## src/rtl/aesdm_pkg.sv

```systemverilog
// ----------------------------------------------------------------------------
// aesdm_pkg
// Types, constants and byte-level functions for the AES-128 decryption block.
// ----------------------------------------------------------------------------
package aesdm_pkg;

  localparam int KEY_WORDS  = 44;
  localparam int NUM_ROUNDS = KEY_WORDS / 4 - 1;
  localparam int RND_W      = $clog2(NUM_ROUNDS + 1);
  localparam int CFG_IDX_W  = 3;
  localparam int CFG_DATA_W = 64;

  typedef logic [127:0]     blk_t;
  typedef logic [31:0]      word_t;
  typedef logic [RND_W-1:0] rnd_t;
  typedef logic [1:0]       mode_t;

  localparam mode_t MODE_ECB  = 2'd0;
  localparam mode_t MODE_CBC  = 2'd1;
  localparam mode_t MODE_PCBC = 2'd2;

  localparam logic [CFG_IDX_W-1:0] CFG_MODE   = 3'd0;
  localparam logic [CFG_IDX_W-1:0] CFG_KEY_HI = 3'd1;
  localparam logic [CFG_IDX_W-1:0] CFG_KEY_LO = 3'd2;
  localparam logic [CFG_IDX_W-1:0] CFG_IV_HI  = 3'd3;
  localparam logic [CFG_IDX_W-1:0] CFG_IV_LO  = 3'd4;

  typedef enum logic [1:0] {
    ST_IDLE,
    ST_KEY,
    ST_RUN
  } seq_state_t;

  localparam logic [0:255][7:0] SBOX = {
    128'h637c777bf26b6fc53001672bfed7ab76, 128'hca82c97dfa5947f0add4a2af9ca472c0,
    128'hb7fd9326363ff7cc34a5e5f171d83115, 128'h04c723c31896059a071280e2eb27b275,
    128'h09832c1a1b6e5aa0523bd6b329e32f84, 128'h53d100ed20fcb15b6acbbe394a4c58cf,
    128'hd0efaafb434d338545f9027f503c9fa8, 128'h51a3408f929d38f5bcb6da2110fff3d2,
    128'hcd0c13ec5f974417c4a77e3d645d1973, 128'h60814fdc222a908846eeb814de5e0bdb,
    128'he0323a0a4906245cc2d3ac629195e479, 128'he7c8376d8dd54ea96c56f4ea657aae08,
    128'hba78252e1ca6b4c6e8dd741f4bbd8b8a, 128'h703eb5664803f60e613557b986c11d9e,
    128'he1f8981169d98e949b1e87e9ce5528df, 128'h8ca1890dbfe6426841992d0fb054bb16
  };

  localparam logic [0:255][7:0] INV_SBOX = {
    128'h52096ad53036a538bf40a39e81f3d7fb, 128'h7ce339829b2fff87348e4344c4dee9cb,
    128'h547b9432a6c2233dee4c950b42fac34e, 128'h082ea16628d924b2765ba2496d8bd125,
    128'h72f8f66486689816d4a45ccc5d65b692, 128'h6c704850fdedb9da5e154657a78d9d84,
    128'h90d8ab008cbcd30af7e45805b8b34506, 128'hd02c1e8fca3f0f02c1afbd0301138a6b,
    128'h3a9111414f67dcea97f2cfcef0b4e673, 128'h96ac7422e7ad3585e2f937e81c75df6e,
    128'h47f11a711d29c5896fb7620eaa18be1b, 128'hfc563e4bc6d279209adbc0fe78cd5af4,
    128'h1fdda8338807c731b11210592780ec5f, 128'h60517fa919b54a0d2de57a9f93c99cef,
    128'ha0e03b4dae2af5b0c8ebbb3c83539961, 128'h172b047eba77d626e169146355210c7d
  };

  function automatic logic [7:0] rcon(input rnd_t r);
    logic [7:0] v;
    unique case (r)
      4'd1:    v = 8'h01;
      4'd2:    v = 8'h02;
      4'd3:    v = 8'h04;
      4'd4:    v = 8'h08;
      4'd5:    v = 8'h10;
      4'd6:    v = 8'h20;
      4'd7:    v = 8'h40;
      4'd8:    v = 8'h80;
      4'd9:    v = 8'h1b;
      4'd10:   v = 8'h36;
      default: v = 8'h00;
    endcase
    return v;
  endfunction

  function automatic logic [7:0] xt(input logic [7:0] b);
    return {b[6:0], 1'b0} ^ (b[7] ? 8'h1b : 8'h00);
  endfunction

  // SubWord(RotWord(w)) ^ rcon
  function automatic word_t key_t_word(input word_t w, input logic [7:0] rc);
    return {SBOX[w[23:16]] ^ rc, SBOX[w[15:8]], SBOX[w[7:0]], SBOX[w[31:24]]};
  endfunction

  function automatic word_t inv_mix_word(input word_t w);
    logic [7:0] a [4];
    logic [7:0] m9 [4];
    logic [7:0] mb [4];
    logic [7:0] md [4];
    logic [7:0] me [4];
    logic [7:0] x2, x4, x8;
    for (int k = 0; k < 4; k++) begin
      a[k]  = w[31-8*k -: 8];
      x2    = xt(a[k]);
      x4    = xt(x2);
      x8    = xt(x4);
      m9[k] = x8 ^ a[k];
      mb[k] = x8 ^ x2 ^ a[k];
      md[k] = x8 ^ x4 ^ a[k];
      me[k] = x8 ^ x4 ^ x2;
    end
    return {me[0] ^ mb[1] ^ md[2] ^ m9[3],
            m9[0] ^ me[1] ^ mb[2] ^ md[3],
            md[0] ^ m9[1] ^ me[2] ^ mb[3],
            mb[0] ^ md[1] ^ m9[2] ^ me[3]};
  endfunction

  // byte (row r, column c) sits at index 4c+r, MSB first
  function automatic blk_t inv_sub_shift(input blk_t s);
    blk_t o;
    for (int c = 0; c < 4; c++) begin
      for (int r = 0; r < 4; r++) begin
        o[127-8*(4*c+r) -: 8] = INV_SBOX[s[127-8*(4*((c+4-r)%4)+r) -: 8]];
      end
    end
    return o;
  endfunction

endpackage

```

## src/rtl/aesdm_keystep.sv

```systemverilog
// ----------------------------------------------------------------------------
// aesdm_keystep
// One forward step of the AES-128 key schedule (round key r-1 to r).
// ----------------------------------------------------------------------------
module aesdm_keystep
  import aesdm_pkg::*;
(
  input  blk_t key_i,
  input  rnd_t rnd_i,
  output blk_t key_o
);
  word_t n0, n1, n2, n3;

  always_comb begin
    n0 = key_i[127:96] ^ key_t_word(key_i[31:0], rcon(rnd_i));
    n1 = key_i[95:64] ^ n0;
    n2 = key_i[63:32] ^ n1;
    n3 = key_i[31:0] ^ n2;
    key_o = {n0, n1, n2, n3};
  end
endmodule

```

## config.mk

```make
export PLATFORM = sky130hd
export DESIGN_NAME = aesdm_keystep
export DESIGN_NICKNAME = d
export VERILOG_FILES = /design/src/rtl/aesdm_pkg.sv /design/src/rtl/aesdm_keystep.sv
export SDC_FILE = /design/constraint.sdc
export NUM_CORES = 1
export LEC_CHECK = 0
export ABC_CLOCK_PERIOD_IN_PS = 5320
export BUFFER_PORTS_ARGS = -buffer_cell sky130_fd_sc_hd__buf_2
export CAP_MARGIN = 10
export CELL_PAD_IN_SITES_DETAIL_PLACEMENT = 2
export CELL_PAD_IN_SITES_GLOBAL_PLACEMENT = 2
export CORE_AREA = 2 2 217 219
export DETAILED_ROUTE_END_ITERATION = 10
export DIE_AREA = 0 0 219 221
export GPL_TIMING_DRIVEN = 0
export PLACE_DENSITY = 0.88
export SLEW_MARGIN = 20
export SYNTH_ARGS = -nofsm -noshare
export SYNTH_HDL_FRONTEND = slang
export SYNTH_SLANG_ARGS = --single-unit
```

## constraint.sdc

```tcl
create_clock -name vclk -period 5.32
set_clock_uncertainty 0.2 [all_clocks]
set_input_delay 0.266 -clock vclk [all_inputs]
set_output_delay 0.266 -clock vclk [all_outputs]
set_load 0.02 [all_outputs]
```

==> flow_metrics.py <==
metrics = {
    "yosys": {
        "synth.cell_area_um2": 16340,
        "synth_compound_area_share_pct": 36.09,
        "yosys-mux-area-fraction_pct": 10.74,
        "synthTopCellsByArea": "sky130_fd_sc_hd__mux4_2 8.0%, sky130_fd_sc_hd__xnor2_1 7.7%, sky130_fd_sc_hd__a21oi_1 5.0%",
        "post_synth.cell_area_avg_um2": 6.950,
        "post_synth_top_area_share_pct": 7.994,
        "synth_sequential_area_ratio_pct": 0,
        "post_synth_fa_ha_maj_area_fraction_pct": 4.794,
        "syn-instance-count": 2351,
        "synth_simple_gate_area_share_pct": 24.96,
        "synth_xor_xnor_area_share_pct": 14.17,
        "main_combinational_cell_family_by_area_after_synthesis": "compound AO/OA/AOI/OAI gates",
        "post_synth_most_frequent_cells": "166 x sky130_fd_sc_hd__nand2_1, 162 x sky130_fd_sc_hd__a21oi_1, 161 x sky130_fd_sc_hd__o21ai_0, 145 x sky130_fd_sc_hd__nor2_1, 144 x sky130_fd_sc_hd__xnor2_1",
        "yosysMostFrequentCell": "sky130_fd_sc_hd__nand2_1",
        "post_synth_num_cell_types": 101,
        "yosysTopAreaCell": "sky130_fd_sc_hd__mux4_2",
        "synthesis.yosys.warnings": 0,
        "number_of_nets_produced_by_synthesis": 2545,
    },
    "status": {
        "run_status": "complete, but fails checks",
        "violations_in_the_final_reports": "setup timing",
    },
    "flow_run": {
        "drv_cap": 0,
    },
    "detailed_routing": {
        "ant_nets_after_route": 0,
        "routed_wl_um": 126600,
        "post_drt_wl_per_cell_um": 39.33,
        "num_vias": 24870,
        "remaining_drc_errors": 0,
        "viasPerCell": 7.727,
        "dr.first_iter.drc_count": 4107,
        "first_pass_iters": 6,
    },
    "final_layout": {
        "final_layout_size_suffix_gt1_share_pct": 21.89,
        "final_nets": 2804,
        "seq_area_um2": 0,
        "layout.filler_cells": 5696,
        "clockBufferCount": 0,
        "flops_and_latches": 0,
        "flow.area_growth_from_synthesis_pct": 13.79,
    },
    "hold_path": {
        "worst_hold_depth": 3,
        "hp-start": "key_i[75]",
        "worst_hold_path_type": "in2out",
        "hold_end": "key_o[75]",
    },
    "global_route": {
        "grt_start_max_net_pins": 19,
        "antenna_found_initial": 3,
        "vias_in_the_first_global_route": 25380,
        "grt_remaining_overflow": 0,
        "grt_first_pass_wirelength_um": 181200,
        "overall_fraction_of_global_route_tracks_in_use_pct": 50.12,
    },
    "critical_path": {
        "critPathCaptureType": "output port",
        "critPathTopFamily": "buffers and inverters",
        "required_ns": 4.85,
        "timing.setup.critical_path_class": "in2out",
        "critical_path.startpoint_type": "input pin",
        "worst-path-buf-inv": 4,
        "crit_path_max_fanout": 15,
        "path_common_cell": "sky130_fd_sc_hd__buf_2",
        "cpMaxStageDelayCell": "sky130_fd_sc_hd__o311ai_0",
        "critPathArrivalTime_ns": 5.00,
        "worstPathCellList": "buf_2 -> inv_1 -> ha_1 -> clkbuf_1 -> nor2b_2 -> nor2_1 -> mux4_2 -> o311ai_0 -> a21oi_1 -> a21oi_2 -> xor2_1 -> buf_2",
        "slowest_delay_ns": 0.77,
        "logic_depth_of_the_worst_path_buffers_included": 12,
    },
    "sta": {
        "rsz0062_at_grt": "false",
        "hold_ws_ns": 0.6498,
        "maxSlewViolCount": 0,
        "finalSetupViolCount": 3,
        "crit_path_time_final_ns": 5.467,
        "timing_worst_slew_pin_value_ns": 1.254,
        "fin_crit_sh_pct": 102.8,
        "fmax_mhz": 182.9,
        "hold_viol_final": 0,
        "postLayoutSetupSlackWorst_ns": -0.1467,
        "worst_slew_margin_rel_pct": 16.22,
        "fin_tns_setup_ns": -0.3314,
    },
    "die": {
        "die_w_um": 219,
        "die-height_um": 221,
        "core_area_um2": 46060,
        "boundaryPins": 260,
        "rows": 79,
        "floorplan.initialDensity_pct": 35.47,
        "dieArea_um2": 48400,
    },
    "placement": {
        "gp_congestion": 1.155,
        "buffer_ports.inserted": 250,
        "preCtsSetupSlack_ns": -0.7127,
        "hpwlAfterDp_um": 94400,
    },
    "clocking": {
        "cts_hold_repair.buffers": 0,
    },
}
==> kinds of logic (layout without fill, tap and decap cells) <==
kind of cell               Yosys count  in the layout
AOI/OAI and AO/OA                  837            837
xor gates and xnor gates           222            222
adders and majority gates           62             62
buffers and inverters              340            597
muxes                               99             99
other                                0              3
and+or+nand+nor                    791            791
==> worst min-delay path, cell delays in order <==
cell and delay, ns:
sky130_fd_sc_hd__buf_2 0.11, sky130_fd_sc_hd__xor2_1 0.06, sky130_fd_sc_hd__buf_2 0.15
==> timing repair <==
action,in CTS,in global routing
setup endpoints to repair,88,49
pin swaps,1,0
gates resized for setup,19,27
buffers inserted,5,4
==> worst max path at each step <==
stage / startpoint / endpoint / slack [ns]
after CTS: key_i[17] / key_o[30] / 0.02
after global placement: key_i[9] / key_o[19] / -0.83
after detailed placement: key_i[25] / key_o[7] / -0.71
after global routing: key_i[1] / key_o[44] / 0.01
final: key_i[1] / key_o[104] / -0.15
after floorplan: key_i[9] / key_o[84] / 1.24
==> metrics by stage <==
step,cells,util (%),area (um^2)
after floorplan,2351,-,16340
after global placement,3208,39.84,18350
after detailed placement,3208,39.85,18360
after CTS,3211,40.07,18460
after global routing,3215,40.35,18590
final,3218,40.37,18590
==> layer usage <==
metal  wire [um]  vias to the layer above  GRT usage [%]
met4       10660                        0          31.71
li1            -                     9354              -
met3       19420                      872          19.95
met2       51130                     2661          71.92
met1       45350                    11980          61.90
met5           0                        -              0
==> cell usage in the layout (no fill, tap or decap), types with 19 or more instances in the layout <==
master                     netlist  routed
sky130_fd_sc_hd__buf_2         107     358
sky130_fd_sc_hd__nand2_1       166     165
sky130_fd_sc_hd__a21oi_1       162     161
sky130_fd_sc_hd__o21ai_0       161     161
sky130_fd_sc_hd__nor2_1        145     142
sky130_fd_sc_hd__xnor2_1       144     140
sky130_fd_sc_hd__clkbuf_1      132     121
sky130_fd_sc_hd__nand2b_1       91      91
sky130_fd_sc_hd__nor3_1         79      79
sky130_fd_sc_hd__nor2b_1        84      78
sky130_fd_sc_hd__nand3_1        62      62
sky130_fd_sc_hd__ha_1           61      60
sky130_fd_sc_hd__mux4_2         58      58
sky130_fd_sc_hd__inv_1          51      48
sky130_fd_sc_hd__a211oi_1       48      48
sky130_fd_sc_hd__a31oi_1        47      47
sky130_fd_sc_hd__xor2_1         49      47
sky130_fd_sc_hd__o221ai_1       39      39
sky130_fd_sc_hd__a311oi_1       37      37
sky130_fd_sc_hd__o211ai_1       37      37
sky130_fd_sc_hd__o31ai_1        34      34
sky130_fd_sc_hd__o311ai_0       33      32
sky130_fd_sc_hd__or2_2          27      27
sky130_fd_sc_hd__buf_4          14      23
sky130_fd_sc_hd__mux2i_1        23      22
sky130_fd_sc_hd__and3_1         22      22
sky130_fd_sc_hd__xnor3_1        22      22
sky130_fd_sc_hd__buf_1          22      21
sky130_fd_sc_hd__a221oi_1       21      21
sky130_fd_sc_hd__a211o_1        21      21
sky130_fd_sc_hd__or3_1          19      19
sky130_fd_sc_hd__nor3b_1        20      19
==> layout make-up <==
cell class	count	area, um^2	share of cell area (%)
multi-input cells	2011	14980	80.56
repair buffers	259	1319	7.093
plain buffers	281	1304	7.012
well taps	607	759.5	4.085
inverters	57	225.2	1.211
diodes	3	7.507	0.04038
